## src/hdl/ddr_pkg.sv

```systemverilog
// Package with the shared types and constants of the daily dimming ramp.
`default_nettype none

package ddr_pkg;

    // Day length in seconds and the scale value that stands for 1.0.
    localparam logic [16:0] SECS_PER_DAY = 17'd86400;
    localparam logic [16:0] LAST_SECOND  = 17'd86399;
    localparam logic [15:0] SCALE_ONE    = 16'd32768;

    // The day is 675 times 128 seconds. The upper 25 bits of a time are
    // reduced modulo 675 with a multiply by ceil(2^35 / 675) and a shift by 35.
    localparam logic [25:0] DAY_RECIP = 26'd50903317;
    localparam logic [9:0]  DAY_ODD   = 10'd675;

    // Reset values of the configuration registers.
    localparam logic [16:0] RESET_RAMP = 17'd3600;
    localparam logic [15:0] RESET_MIN  = 16'd6540;

    // Configuration register indexes.
    localparam logic [2:0] CFG_DAY_START = 3'd0;
    localparam logic [2:0] CFG_DAY_END   = 3'd1;
    localparam logic [2:0] CFG_RISE_TIME = 3'd2;
    localparam logic [2:0] CFG_FALL_TIME = 3'd3;
    localparam logic [2:0] CFG_MIN_SCALE = 3'd4;

    // Width of the divider dividend and quotient.
    localparam int DIV_W = 33;

    // Segment of the day that the result belongs to.
    typedef enum logic [2:0] {
        PH_RISE  = 3'd0,
        PH_FALL  = 3'd1,
        PH_FULL  = 3'd2,
        PH_MIN   = 3'd3,
        PH_OTHER = 3'd4,
        PH_HELD  = 3'd5
    } phase_t;

    // Sequencer states.
    typedef enum logic [2:0] {
        ST_IDLE,
        ST_MOD,
        ST_REM,
        ST_CLASS,
        ST_MUL,
        ST_DIVGO,
        ST_DIV,
        ST_FINISH
    } state_t;

    // Configuration register contents.
    typedef struct packed {
        logic [16:0] day_start;
        logic [16:0] day_end;
        logic [16:0] rise_time;
        logic [16:0] fall_time;
        logic [15:0] min_scale;
    } cfg_t;

    // Classification of one time of day.
    typedef struct packed {
        logic        same;
        phase_t      phase;
        logic [16:0] elapsed;
        logic [16:0] divisor;
        logic [15:0] mn;
        logic [15:0] inv;
    } win_t;

    // Request to the shared divider.
    typedef struct packed {
        logic             start;
        logic [DIV_W-1:0] dividend;
        logic [16:0]      divisor;
    } div_req_t;

    // Response of the shared divider.
    typedef struct packed {
        logic             busy;
        logic             done;
        logic [DIV_W-1:0] quotient;
    } div_rsp_t;

endpackage

`default_nettype wire

```

## src/hdl/daily_dimming_ramp.sv

```systemverilog
// Top level of the daily dimming ramp: registers, sequencer and output stage.
//
// The input stream carries one time in seconds per transfer on s_tdata. For
// each one the block returns one 1.15 brightness scale on m_tdata and the
// day segment it belongs to on m_tuser.
// Configuration is written through cfg_we, cfg_index and cfg_data; the user
// must do so only while the block is idle, as the block does not enforce it.
// Indexes beyond the register list are ignored. The time is reduced modulo
// the day with a reciprocal multiply in ST_MOD and ST_REM, and the segment is
// picked in ST_CLASS. On a ramp or the other segment one shared restoring
// divider then divides the product of the elapsed time and the scale span by
// the ramp length in 33 steps. A flat segment skips the divider, and when day
// start equals day end the block goes from the input transfer straight to the
// finish. s_tready is low while an item is in work and rises when the result
// is loaded, so the next item is accepted only then.
// The result waits in an output register, so a stalled receiver does not
// stop the next input transfer; the block finishes that item and then waits,
// with s_tready low, for the register to drain.
// Reset restores the register defaults and clears the held scale to zero.
`default_nettype none

module daily_dimming_ramp
(
    input  wire logic        clk,
    input  wire logic        rst_n,
    input  wire logic        s_tvalid,
    output logic             s_tready,
    input  wire logic [31:0] s_tdata,   // [31:0] time_seconds
    output logic             m_tvalid,
    input  wire logic        m_tready,
    output logic [15:0]      m_tdata,   // [15:0] scale_factor
    output logic [2:0]       m_tuser,   // [2:0] phase
    input  wire logic        cfg_we,
    input  wire logic [2:0]  cfg_index,
    input  wire logic [16:0] cfg_data
);
    import ddr_pkg::*;

    state_t      state_reg, state_next;
    cfg_t        cfg_reg;
    logic [31:0] tsec_reg, tsec_next;
    logic [15:0] days_reg, days_next;
    logic [16:0] tod_reg, tod_next;
    phase_t      phase_reg, phase_next;
    logic [16:0] elapsed_reg, elapsed_next;
    logic [16:0] divisor_reg, divisor_next;
    logic [15:0] mn_reg, mn_next;
    logic [15:0] inv_reg, inv_next;
    logic [DIV_W-1:0] prod_reg, prod_next;
    logic [15:0] held_reg, held_next;
    logic        m_tvalid_reg, m_tvalid_next;
    logic [15:0] scale_out_reg, scale_out_next;
    phase_t      phase_out_reg, phase_out_next;
    win_t        win;
    div_req_t    div_req;
    div_rsp_t    div_rsp;
    logic        in_xfer;
    logic        out_free;
    logic [15:0] q_sat;
    logic [16:0] rise_sum;
    logic [15:0] fin_scale;
    logic [50:0] recip_prod;
    logic [24:0] days_mul;
    logic [24:0] hi_rem;

    ddr_window u_window
    (
        .tod (tod_reg),
        .cfg (cfg_reg),
        .win (win)
    );

    ddr_divider u_divider
    (
        .clk   (clk),
        .rst_n (rst_n),
        .req   (div_req),
        .rsp   (div_rsp)
    );

    assign s_tready = (state_reg == ST_IDLE);
    assign in_xfer  = s_tvalid && s_tready;
    assign out_free = !m_tvalid_reg || m_tready;

    // Whole days in the time, then the remainder of the upper bits modulo 675.
    assign recip_prod = {26'd0, tsec_reg[31:7]} * {25'd0, DAY_RECIP};
    assign days_mul   = {9'd0, days_reg} * {15'd0, DAY_ODD};
    assign hi_rem     = tsec_reg[31:7] - days_mul;

    // Final scale from the quotient, saturated at 1.0.
    assign q_sat    = (div_rsp.quotient > {{(DIV_W-16){1'b0}}, SCALE_ONE})
                      ? SCALE_ONE : div_rsp.quotient[15:0];
    assign rise_sum = {1'b0, q_sat} + {1'b0, mn_reg};

    always_comb
    begin
        case (phase_reg)
            PH_RISE, PH_OTHER:
                fin_scale = (rise_sum > {1'b0, SCALE_ONE}) ? SCALE_ONE : rise_sum[15:0];
            PH_FALL:
                fin_scale = SCALE_ONE - q_sat;
            PH_FULL:
                fin_scale = SCALE_ONE;
            PH_MIN:
                fin_scale = mn_reg;
            default:
                fin_scale = held_reg;
        endcase
    end

    // Configuration register writes.
    always_ff @(posedge clk or negedge rst_n)
    begin
        if (!rst_n)
        begin
            cfg_reg.day_start <= '0;
            cfg_reg.day_end   <= '0;
            cfg_reg.rise_time <= RESET_RAMP;
            cfg_reg.fall_time <= RESET_RAMP;
            cfg_reg.min_scale <= RESET_MIN;
        end
        else if (cfg_we)
        begin
            case (cfg_index)
                CFG_DAY_START: cfg_reg.day_start <= cfg_data;
                CFG_DAY_END:   cfg_reg.day_end   <= cfg_data;
                CFG_RISE_TIME: cfg_reg.rise_time <= cfg_data;
                CFG_FALL_TIME: cfg_reg.fall_time <= cfg_data;
                CFG_MIN_SCALE: cfg_reg.min_scale <= cfg_data[15:0];
                default:       ;
            endcase
        end
    end

    // Sequencer: next state, divider requests and output stage.
    always_comb
    begin
        state_next       = state_reg;
        tsec_next        = tsec_reg;
        days_next        = days_reg;
        tod_next         = tod_reg;
        phase_next       = phase_reg;
        elapsed_next     = elapsed_reg;
        divisor_next     = divisor_reg;
        mn_next          = mn_reg;
        inv_next         = inv_reg;
        prod_next        = prod_reg;
        held_next        = held_reg;
        scale_out_next   = scale_out_reg;
        phase_out_next   = phase_out_reg;
        m_tvalid_next    = m_tvalid_reg && !m_tready;
        div_req.start    = 1'b0;
        div_req.dividend = prod_reg;
        div_req.divisor  = divisor_reg;

        case (state_reg)
            ST_IDLE:
            begin
                if (in_xfer)
                begin
                    tsec_next = s_tdata;
                    if (win.same)
                    begin
                        phase_next = PH_HELD;
                        state_next = ST_FINISH;
                    end
                    else
                        state_next = ST_MOD;
                end
            end
            ST_MOD:
            begin
                days_next  = recip_prod[50:35];
                state_next = ST_REM;
            end
            ST_REM:
            begin
                tod_next   = {hi_rem[9:0], tsec_reg[6:0]};
                state_next = ST_CLASS;
            end
            ST_CLASS:
            begin
                phase_next   = win.phase;
                elapsed_next = win.elapsed;
                divisor_next = win.divisor;
                mn_next      = win.mn;
                inv_next     = win.inv;
                if (win.phase == PH_FULL || win.phase == PH_MIN)
                    state_next = ST_FINISH;
                else
                    state_next = ST_MUL;
            end
            ST_MUL:
            begin
                prod_next  = DIV_W'(elapsed_reg * inv_reg);
                state_next = ST_DIVGO;
            end
            ST_DIVGO:
            begin
                div_req.start = 1'b1;
                state_next    = ST_DIV;
            end
            ST_DIV:
            begin
                if (div_rsp.done)
                    state_next = ST_FINISH;
            end
            ST_FINISH:
            begin
                if (out_free)
                begin
                    m_tvalid_next  = 1'b1;
                    scale_out_next = fin_scale;
                    phase_out_next = phase_reg;
                    held_next      = fin_scale;
                    state_next     = ST_IDLE;
                end
            end
            default:
                state_next = ST_IDLE;
        endcase
    end

    // Control state and the held scale.
    always_ff @(posedge clk or negedge rst_n)
    begin
        if (!rst_n)
        begin
            state_reg    <= ST_IDLE;
            m_tvalid_reg <= 1'b0;
            held_reg     <= '0;
        end
        else
        begin
            state_reg    <= state_next;
            m_tvalid_reg <= m_tvalid_next;
            held_reg     <= held_next;
        end
    end

    // Data path registers.
    always_ff @(posedge clk)
    begin
        tsec_reg      <= tsec_next;
        days_reg      <= days_next;
        tod_reg       <= tod_next;
        phase_reg     <= phase_next;
        elapsed_reg   <= elapsed_next;
        divisor_reg   <= divisor_next;
        mn_reg        <= mn_next;
        inv_reg       <= inv_next;
        prod_reg      <= prod_next;
        scale_out_reg <= scale_out_next;
        phase_out_reg <= phase_out_next;
    end

    assign m_tvalid = m_tvalid_reg;
    assign m_tdata  = scale_out_reg;
    assign m_tuser  = phase_out_reg;

`ifndef ASSERT_OFF
    // The divider is never restarted while it is still working.
    assert property (@(posedge clk) disable iff (!rst_n)
        div_req.start |-> !div_rsp.busy)
        else $error("divider started while busy");

    // An input transfer leads into the modulo step or straight to the finish.
    assert property (@(posedge clk) disable iff (!rst_n)
        in_xfer |=> (state_reg == ST_MOD || state_reg == ST_FINISH))
        else $error("unexpected state after input transfer");

    // A loaded result never exceeds 1.0 and the held scale follows it.
    assert property (@(posedge clk) disable iff (!rst_n)
        (state_reg == ST_FINISH && out_free) |=>
            (m_tdata <= SCALE_ONE && held_reg == m_tdata))
        else $error("result above 1.0 or held scale out of step");

    // A held result repeats the scale that was held before it.
    assert property (@(posedge clk) disable iff (!rst_n)
        (state_reg == ST_FINISH && out_free && phase_reg == PH_HELD) |=>
            (m_tdata == $past(held_reg)))
        else $error("held result differs from held scale");
`endif

endmodule

`default_nettype wire

```

## src/hdl/ddr_divider.sv

```systemverilog
// Restoring divider that produces one quotient bit per cycle.
`default_nettype none

module ddr_divider
(
    input  wire logic              clk,
    input  wire logic              rst_n,
    input  wire ddr_pkg::div_req_t req,
    output ddr_pkg::div_rsp_t      rsp
);
    import ddr_pkg::*;

    logic             busy_reg, busy_next;
    logic             done_reg, done_next;
    logic [5:0]       cnt_reg, cnt_next;
    logic [16:0]      rem_reg, rem_next;
    logic [DIV_W-1:0] quo_reg, quo_next;
    logic [16:0]      dsr_reg, dsr_next;
    logic [17:0]      partial;
    logic [17:0]      diff;
    logic             ge;

    // One shift, compare and subtract step.
    assign partial = {rem_reg, quo_reg[DIV_W-1]};
    assign ge      = partial >= {1'b0, dsr_reg};
    assign diff    = partial - {1'b0, dsr_reg};

    always_comb
    begin
        busy_next = busy_reg;
        done_next = 1'b0;
        cnt_next  = cnt_reg;
        rem_next  = rem_reg;
        quo_next  = quo_reg;
        dsr_next  = dsr_reg;
        if (req.start)
        begin
            busy_next = 1'b1;
            cnt_next  = 6'(DIV_W - 1);
            rem_next  = '0;
            quo_next  = req.dividend;
            dsr_next  = req.divisor;
        end
        else if (busy_reg)
        begin
            rem_next = ge ? diff[16:0] : partial[16:0];
            quo_next = {quo_reg[DIV_W-2:0], ge};
            cnt_next = cnt_reg - 6'd1;
            if (cnt_reg == 6'd0)
            begin
                busy_next = 1'b0;
                done_next = 1'b1;
            end
        end
    end

    // Control state is reset; the data path is not.
    always_ff @(posedge clk or negedge rst_n)
    begin
        if (!rst_n)
        begin
            busy_reg <= 1'b0;
            done_reg <= 1'b0;
            cnt_reg  <= '0;
        end
        else
        begin
            busy_reg <= busy_next;
            done_reg <= done_next;
            cnt_reg  <= cnt_next;
        end
    end

    always_ff @(posedge clk)
    begin
        rem_reg <= rem_next;
        quo_reg <= quo_next;
        dsr_reg <= dsr_next;
    end

    assign rsp.busy     = busy_reg;
    assign rsp.done     = done_reg;
    assign rsp.quotient = quo_reg;

endmodule

`default_nettype wire

```

## src/hdl/ddr_window.sv

```systemverilog
// Window classifier: picks the day segment and the ramp elapsed time.
`default_nettype none

module ddr_window
(
    input  wire logic [16:0]   tod,
    input  wire ddr_pkg::cfg_t cfg,
    output ddr_pkg::win_t      win
);
    import ddr_pkg::*;

    localparam logic [17:0] DAY18 = {1'b0, SECS_PER_DAY};

    logic [16:0] st, en, rise, fall;
    logic [15:0] mn;
    logic [17:0] up_end, up_p1, up_norm;
    logic [17:0] dn_end, dn_p1, dn_norm;
    logic [17:0] full_base, full_last, night_base, night_last;
    logic [17:0] el_rise, el_fall;
    logic        w_rise, w_fall, w_full, w_night;
    phase_t      ph;

    // True when t lies in [lo, hi], where hi may pass midnight.
    function automatic logic in_win(input logic [17:0] t, input logic [17:0] lo,
                                    input logic [17:0] hi);
        logic [17:0] hi_wrap;
        hi_wrap = hi - DAY18;
        return (lo <= t && t <= hi) || (hi >= DAY18 && t <= hi_wrap);
    endfunction

    // Reduce and clamp the registers.
    assign st   = (cfg.day_start >= SECS_PER_DAY) ? cfg.day_start - SECS_PER_DAY
                                                  : cfg.day_start;
    assign en   = (cfg.day_end >= SECS_PER_DAY) ? cfg.day_end - SECS_PER_DAY
                                                : cfg.day_end;
    assign rise = (cfg.rise_time == '0) ? 17'd1 :
                  (cfg.rise_time > LAST_SECOND) ? LAST_SECOND : cfg.rise_time;
    assign fall = (cfg.fall_time == '0) ? 17'd1 :
                  (cfg.fall_time > LAST_SECOND) ? LAST_SECOND : cfg.fall_time;
    assign mn   = (cfg.min_scale > SCALE_ONE) ? SCALE_ONE : cfg.min_scale;

    // Ramp ends and the first second after each ramp.
    assign up_end  = {1'b0, st} + {1'b0, rise};
    assign up_p1   = up_end + 18'd1;
    assign up_norm = (up_p1 >= DAY18) ? up_p1 - DAY18 : up_p1;
    assign dn_end  = {1'b0, en} + {1'b0, fall};
    assign dn_p1   = dn_end + 18'd1;
    assign dn_norm = (dn_p1 >= DAY18) ? dn_p1 - DAY18 : dn_p1;

    // Last second of the full and night windows, unfolded past midnight.
    assign full_base  = (en == '0) ? {1'b0, LAST_SECOND} : {1'b0, en} - 18'd1;
    assign full_last  = (full_base < up_norm) ? full_base + DAY18 : full_base;
    assign night_base = (st == '0) ? {1'b0, LAST_SECOND} : {1'b0, st} - 18'd1;
    assign night_last = (night_base < dn_norm) ? night_base + DAY18 : night_base;

    assign w_rise  = in_win({1'b0, tod}, {1'b0, st}, up_end);
    assign w_fall  = in_win({1'b0, tod}, {1'b0, en}, dn_end);
    assign w_full  = in_win({1'b0, tod}, up_norm, full_last);
    assign w_night = in_win({1'b0, tod}, dn_norm, night_last);

    // Priority order of the windows.
    always_comb
    begin
        if (w_rise)
            ph = PH_RISE;
        else if (w_fall)
            ph = PH_FALL;
        else if (w_full)
            ph = PH_FULL;
        else if (w_night)
            ph = PH_MIN;
        else
            ph = PH_OTHER;
    end

    // Elapsed time since the ramp start, taken modulo the day.
    assign el_rise = (tod >= st) ? {1'b0, tod} - {1'b0, st}
                                 : {1'b0, tod} + DAY18 - {1'b0, st};
    assign el_fall = (tod >= en) ? {1'b0, tod} - {1'b0, en}
                                 : {1'b0, tod} + DAY18 - {1'b0, en};

    assign win.same    = (st == en);
    assign win.phase   = ph;
    assign win.elapsed = (ph == PH_FALL) ? el_fall[16:0] : el_rise[16:0];
    assign win.divisor = (ph == PH_FALL) ? fall : rise;
    assign win.mn      = mn;
    assign win.inv     = SCALE_ONE - mn;

endmodule

`default_nettype wire

```

## config.mk

```make
export PLATFORM = sky130hd
export DESIGN_NAME = daily_dimming_ramp
export DESIGN_NICKNAME = d
export VERILOG_FILES = /design/src/hdl/ddr_pkg.sv /design/src/hdl/daily_dimming_ramp.sv /design/src/hdl/ddr_divider.sv /design/src/hdl/ddr_window.sv
export SDC_FILE = /design/constraint.sdc
export NUM_CORES = 2
export LEC_CHECK = 0
export BUFFER_PORTS_ARGS = -buffer_cell sky130_fd_sc_hd__buf_2
export CAP_MARGIN = 20
export CORE_UTILIZATION = 38
export CTS_BUF_LIST = sky130_fd_sc_hd__clkbuf_4 sky130_fd_sc_hd__clkbuf_8
export CTS_CLUSTER_DIAMETER = 30
export DETAILED_ROUTE_END_ITERATION = 8
export SYNTH_ARGS = -nofsm -noshare
export SYNTH_HDL_FRONTEND = slang
export SYNTH_SLANG_ARGS = --single-unit
```

## constraint.sdc

```tcl
create_clock -name clk -period 13.1 [get_ports clk]
set_input_delay 1.31 -clock clk [delete_from_list [all_inputs] [get_ports clk]]
set_output_delay 1.31 -clock clk [all_outputs]
set_load 0.02 [all_outputs]
```

# Yosys cells after proc, flatten, opt, wreduce, memory -nomap -nowiden
# Index checks and enable logic that the tools add are counted.
[totals]
regBits = 365
in_bits = 57
output_inout_bits = 21
wordCells = 193
[op_classes]
add_sub_neg = 27
n_mul = 3
order_cmp = 30
eq_ne = 23
n_mux = 47
n_reduce_logical = 38
[ops]
columns = ["operator", "n"]
rows = [
  ["$mux 17", 11],
  ["$le 17x18->1", 8],
  ["$ge 18x17->1 const B", 6],
  ["$mux 18", 6],
  ["$sub 18x17->18 const B", 6],
  ["$sub 17x17->17", 5],
  ["$logic_not 17->1", 4],
  ["$mux 33", 2],
  ["$pmux 16 s4", 1],
  ["$mul 25x26->51 const B", 1],
  ["$mux 16", 3],
  ["$add 17x17->18", 2],
  ["$add 18x1->18 const B", 2],
  ["$add 18x17->18 const B", 2],
  ["$le 18x17->1", 2],
  ["$lt 18x18->1", 2],
  ["$sub 17x1->18 const B", 2],
  ["$ge 17x17->1", 2],
  ["$ge 17x17->1 const B", 2],
  ["$gt 17x17->1 const B", 2],
  ["$le 17x17->1", 2],
  ["$sub 17x17->17 const B", 2],
  ["$gt 33x16->1 const B", 1],
  ["$mul 17x16->33", 1],
  ["30 further kinds", 91],
]

# Logic depth before layout (Yosys ltp)
[depth]
depth_word = 21
depth_mapped = 56
ltp_nobuf = 50

# By module
# From an unflattened synthesis, not the netlist that was laid out.
[unflattened]
hier_cells = 5369
hier_area_um2 = 49915.4
[by_module_without_submodules]
columns = ["module", "instances", "cells_per_inst", "area_per_inst_um2", "seq_area_each_um2"]
rows = [
  ["daily_dimming_ramp", 1, 2772, 29834.9, 8025.2],
  ["ddr_window", 1, 2239, 15966.6, 0.0],
  ["ddr_divider", 1, 358, 4113.9, 2042.0],
]

# Worst setup path after synthesis
# Ideal clock, no wire load.
[synth_path]
kind = "register to register"
from = "register cfg_reg[74] in the netlist's numbering"
to = "register phase_reg[0] (data pin)"
setup_time_ps = 423
t_arrival_ps = 10019
t_required_ps = 12677
slack_ps = 2658
path_stages_with_launch = 52
n_path_buf = 5
synth_period_minus_slack_ps = 10442
cell_sequence = "dfrtp_1 > ha_1 > clkbuf_1 > or3_1 > nor3_4 > a21oi_2 > nor2_1 > or2_0 > clkbuf_1 > inv_1 > ha_1 > clkbuf_1 > and3_1 > a2111oi_0 > o21ba_2 > or3_1 > a211oi_1 > nand4_1 > [... 16 more ...] > buf_6 > xnor2_1 > ha_1 > nor4_1 > mux2i_1 > o21ba_2 > inv_1 > a21oi_1 > xnor2_1 > ha_1 > a21o_1 > a21o_1 > nor4_1 > nor2_1 > a21oi_1 > a221oi_2 > a21oi_1 > o21ai_0"
[synth_between]
elab_chain_cells = 16
word_cells_on_any_way = 44
cone_classes = "add/sub: 9; order compare: 15; mux: 10; reduce/logical: 10"
[synth_lines]
columns = ["element", "line", "source"]
rows = [
  ["from (decl)", "daily_dimming_ramp.sv:40", "cfg_t cfg_reg;"],
  ["$sub 17x17->17 / $ge 17x17->1 (equally long branches)", "ddr_window.sv:32", "assign st = (cfg.day_start >= SECS_PER_DAY) ? cfg.day_start - SECS_PER_DAY"],
  ["$mux 17 *", "ddr_window.sv:32", ""],
  ["$add 17x17->18", "ddr_window.sv:43", "assign up_end = {1'b0, st} + {1'b0, rise};"],
  ["$add 18x1->18", "ddr_window.sv:44", "assign up_p1 = up_end + 18'd1;"],
  ["$sub 18x17->18 / $ge 18x17->1 (equally long branches)", "ddr_window.sv:45", "assign up_norm = (up_p1 >= DAY18) ? up_p1 - DAY18 : up_p1;"],
  ["$mux 18", "ddr_window.sv:45", ""],
  ["$lt 18x18->1", "ddr_window.sv:52", "assign full_last = (full_base < up_norm) ? full_base + DAY18 : full_base;"],
  ["$mux 18", "ddr_window.sv:52", ""],
  ["$sub 18x17->18", "ddr_window.sv:27", "hi_wrap = hi - DAY18;"],
  ["$le 17x18->1", "ddr_window.sv:28", "return (lo <= t && t <= hi) || (hi >= DAY18 && t <= hi_wrap);"],
  ["$logic_and 1x1->1", "ddr_window.sv:28", ""],
  ["$logic_or 1x1->1", "ddr_window.sv:28", ""],
  ["$mux 3", "ddr_window.sv:68", "else if (w_full)"],
  ["$mux 3", "ddr_window.sv:66", "else if (w_fall)"],
  ["$mux 3 *", "ddr_window.sv:64", "if (w_rise)"],
  ["$pmux 3 s2 *", "daily_dimming_ramp.sv:156", "case (state_reg)"],
  ["to (signal assigned)", "daily_dimming_ramp.sv:247", "phase_reg <= phase_next;"],
  ["to (decl)", "daily_dimming_ramp.sv:44", "phase_t phase_reg, phase_next;"],
]
# Every way passes the cells marked *; elsewhere a longest branch is shown, timed or not.
# A chain may end at the register's enable or synchronous reset.

# Worst setup path in the final report
[layout_path]
from = "register cfg_reg[74] in the netlist's numbering"
to = "register state_reg[0]"
[layout_between]
elab_chain_cells = 19
word_cells_on_any_way = 48
cone_classes = "add/sub: 9; order compare: 15; eq/ne: 2; mux: 11; reduce/logical: 11"
[layout_lines]
columns = ["element", "line", "source"]
rows = [
  ["$sub 17x17->17 / $ge 17x17->1 (equally long branches)", "ddr_window.sv:32", ""],
  ["$mux 17 *", "ddr_window.sv:32", ""],
  ["$add 17x17->18", "ddr_window.sv:43", ""],
  ["$add 18x1->18", "ddr_window.sv:44", ""],
  ["$sub 18x17->18 / $ge 18x17->1 (equally long branches)", "ddr_window.sv:45", ""],
  ["$mux 18", "ddr_window.sv:45", ""],
  ["$lt 18x18->1", "ddr_window.sv:52", ""],
  ["$mux 18", "ddr_window.sv:52", ""],
  ["[... 3 more ...]", "n/a", ""],
  ["$logic_or 1x1->1", "ddr_window.sv:28", ""],
  ["$mux 3", "ddr_window.sv:68", ""],
  ["$mux 3", "ddr_window.sv:66", ""],
  ["$mux 3 *", "ddr_window.sv:64", ""],
  ["$eq 3x2->1", "daily_dimming_ramp.sv:188", "if (win.phase == PH_FULL || win.phase == PH_MIN)"],
  ["$logic_or 1x1->1 *", "daily_dimming_ramp.sv:188", ""],
  ["$mux 2 *", "daily_dimming_ramp.sv:188", ""],
  ["$pmux 3 s8 *", "daily_dimming_ramp.sv:156", ""],
  ["to (signal assigned)", "daily_dimming_ramp.sv:235", "state_reg <= state_next;"],
  ["to (decl)", "daily_dimming_ramp.sv:39", "state_t state_reg, state_next;"],
]
# Marked as above.

==> results.ini <==
[run_status]
status = complete, but fails checks
violations = DRC

[hold_path]
min_to = u_divider.dsr_reg[1]
hold_path_class = reg2reg
hold_start = divisor_reg[1]
whs_path_depth = 0

[critical_path]
endpoint_kind = flip-flop
regToRegEndpoint = state_reg[0]
critPathKind = reg2reg
path_buf_inv = 4
crit_slowest_cell = a2111oi_0
regToRegSetupSlack_ps = 890
cp-start-kind = flip-flop
cp_max_fo = 20
r2r-start = cfg_reg[74]
cp.arrival_ps = 12880
setup.worst_path.start = cfg_reg[74]
worstPathRequired_ps = 13770
ff2ff_path_depth = 49
cp_top_family = compound AO/OA/AOI/OAI gates
crit_top_cell = ha_1
slowest_delay_ps = 580

[die]
io_pins = 78
rows = 129
core_um2 = 124100
die_y_um = 356.1
die_w_um = 356.1
die_area_um2 = 126800
start_util = 0.3840

[timing]
fmax_mhz = 81.92
rsz0062_at_grt = false
maxSlewViolCount = 0
setup_violations = 0
worstMarginPinSlew_ps = 1157
tns_ps = 0
fin_skew_ps = 42.96
finalHoldViolations = 0
fin_crit_sh = 0.9318
max_slew_margin = 0.2190
finalWorstPathRequiredPeriod_ps = 12210

[drt]
drt-initial-drc-count = 2435
routed_wl_um = 142200
drt_pass1_iterations = 7
drc_errors = 2
via_count = 37450
post_drt_wl_per_cell_um = 20.33
via_per_inst = 5.354
route.antenna.remaining_nets = 0

[cts]
cts_resized = 0
clkSinkCount = 358
clk_latency_ps = 790
cts-htree-levels = 3
cts-root-buf = clkbuf_8
cts_hold_buf = 0
cts_made_buffers = 97
clockBufferDepth = 3
clk_pin_slew_ps = 50
cts_tree = built
post_cts_buffers = 0

[global_route]
grt_max_degree = 70
grt_antenna_before_repair = 7
grt_pass1_vias = 37980
grtUsageTotal = 0.2264
grt_pass1_wl_um = 220900
grt.overflow.total = 0

[synthesis]
ys.flop_type = edfxtp_1
synth_cell_types = 114
syn_inst = 5156
synth_edf_count = 229
ys_ff_latch = 358
seq_area_frac_synth = 0.2106
netlist_area_um2 = 47660
avgSynthCellArea_um2 = 9.243
yosys_warnings = 0
ys_async_sr_fraction = 0.3128
synthesis.nets = 6316

[flow_run]
drv_cap = 0

[layout]
layout-drive-gt1-share = 0.09546
largest_reg_flops = 84
fin_nets = 6429
area_delta_synth_final_pct = 10.56

[place]
port_buffers = 77
gp_congestion = 0.9900
hpwl_um = 114500

[cell usage after synthesis (all sizes together) (63+ instances only)]
library cell  count  area, um^2
ha              696        8708
clkbuf          116       435.4
nand2           484        1819
edfxtp          229        6877
dfrtp            98        2452
a21o             95       713.2
nor2b            65       406.6
and2            159       994.7
nand3            76       390.4
nor3             63       331.6
mux2             87       979.7
nor2            269        1012
inv             786        2950
o21ai           216        1096
xor2             81       716.9
a21oi           245        1252
xnor2           228        2027
fa              407        8148
[final cells by class]
cell class | instances | area, um^2
Fill cell | 12100 | 71430
Multi-Input combinational cell | 3873 | 34190
Sequential cell | 358 | 10040
Inverter | 789 | 2962
Tap cell | 1637 | 2048
Clock buffer | 111 | 1471
Clock inverter | 72 | 992.2
Timing Repair Buffer | 150 | 979.7
Antenna cell | 5 | 12.51
[layer usage]
layer	wire length, um	global-route usage	share of wire
met1	62750	0.2981	0.44
met2	65890	0.3744	0.46
met3	7916	0.03156	0.056
met4	5632	0.08910	0.040
met5	32	0	0.00022
[layout by cell type (no fill, tap or decap), types with 64 or more instances in the layout]
cell type	netlist	layout
xnor2_1	224	224
buf_2	10	76
ha_1	696	696
fa_1	407	407
nor2b_1	65	64
inv_1	783	782
mux2_2	87	87
dfrtp_1	98	98
buf_4	1	71
nor2_1	268	266
a21o_1	95	95
nand2_1	483	483
and2_1	159	158
a21oi_1	240	240
o21ai_0	203	203
xor2_1	80	80
clkbuf_8	0	102
edfxtp_1	229	229
nand3_1	74	74
[worst register-to-register path, delay by kind of cell (launching register included)]
| kind | cells | cell delay (ps) |
|---|---|---|
| AO/OA/AOI/OAI | 19 | 4130 |
| AND/OR/NAND/NOR | 13 | 3420 |
| adder cells (fa/ha/maj) | 6 | 1940 |
| XOR/XNOR | 5 | 1240 |
| buffers and inverters | 4 | 610 |
| multiplexers | 2 | 410 |
| flip-flops | 1 | 360 |
[logic make-up (layout without fill, tap and decap cells)]
kind of cell,count (synthesis),after routing,share of synthesized area
compound gates,940,940,0.1315
fa+ha+maj,1103,1103,0.3537
other cells,0,5,0
buf+inv,925,1122,0.07367
xor+xnor,309,309,0.05757
flops,358,358,0.2106
simple gates,1398,1398,0.1448
mux,123,123,0.02812
[stage by stage]
stage | hold WS [ps] | instances | utilization | worst slack (ps) | cell area [um^2]
after floorplan | 400.3 | 5156 | - | 2658 | 47660
after global placement | 400.8 | 6803 | 0.4040 | 1384 | 50140
after detailed placement | 404.5 | 6803 | 0.4040 | 1238 | 50140
after CTS | 393.0 | 6986 | 0.4238 | 1086 | 52610
after global routing | 419.9 | 6991 | 0.4245 | 17.03 | 52680
final | 384.1 | 6995 | 0.4245 | 893.7 | 52690
[how the worst max path moves through the flow]
stage | end | slack, ps | cells past startpoint
CTS | state_reg[0] | 1090 | 47
global placement | state_reg[0] | 1380 | 47
global route | state_reg[0] | 20 | 49
finish | state_reg[0] | 890 | 49
detailed placement | state_reg[0] | 1240 | 47
floorplan | phase_reg[0] | 2660 | 51
Power is left out: the tool's default activity adds up to more than one toggle a clock period on the data nets, which glitch-free logic cannot reach.
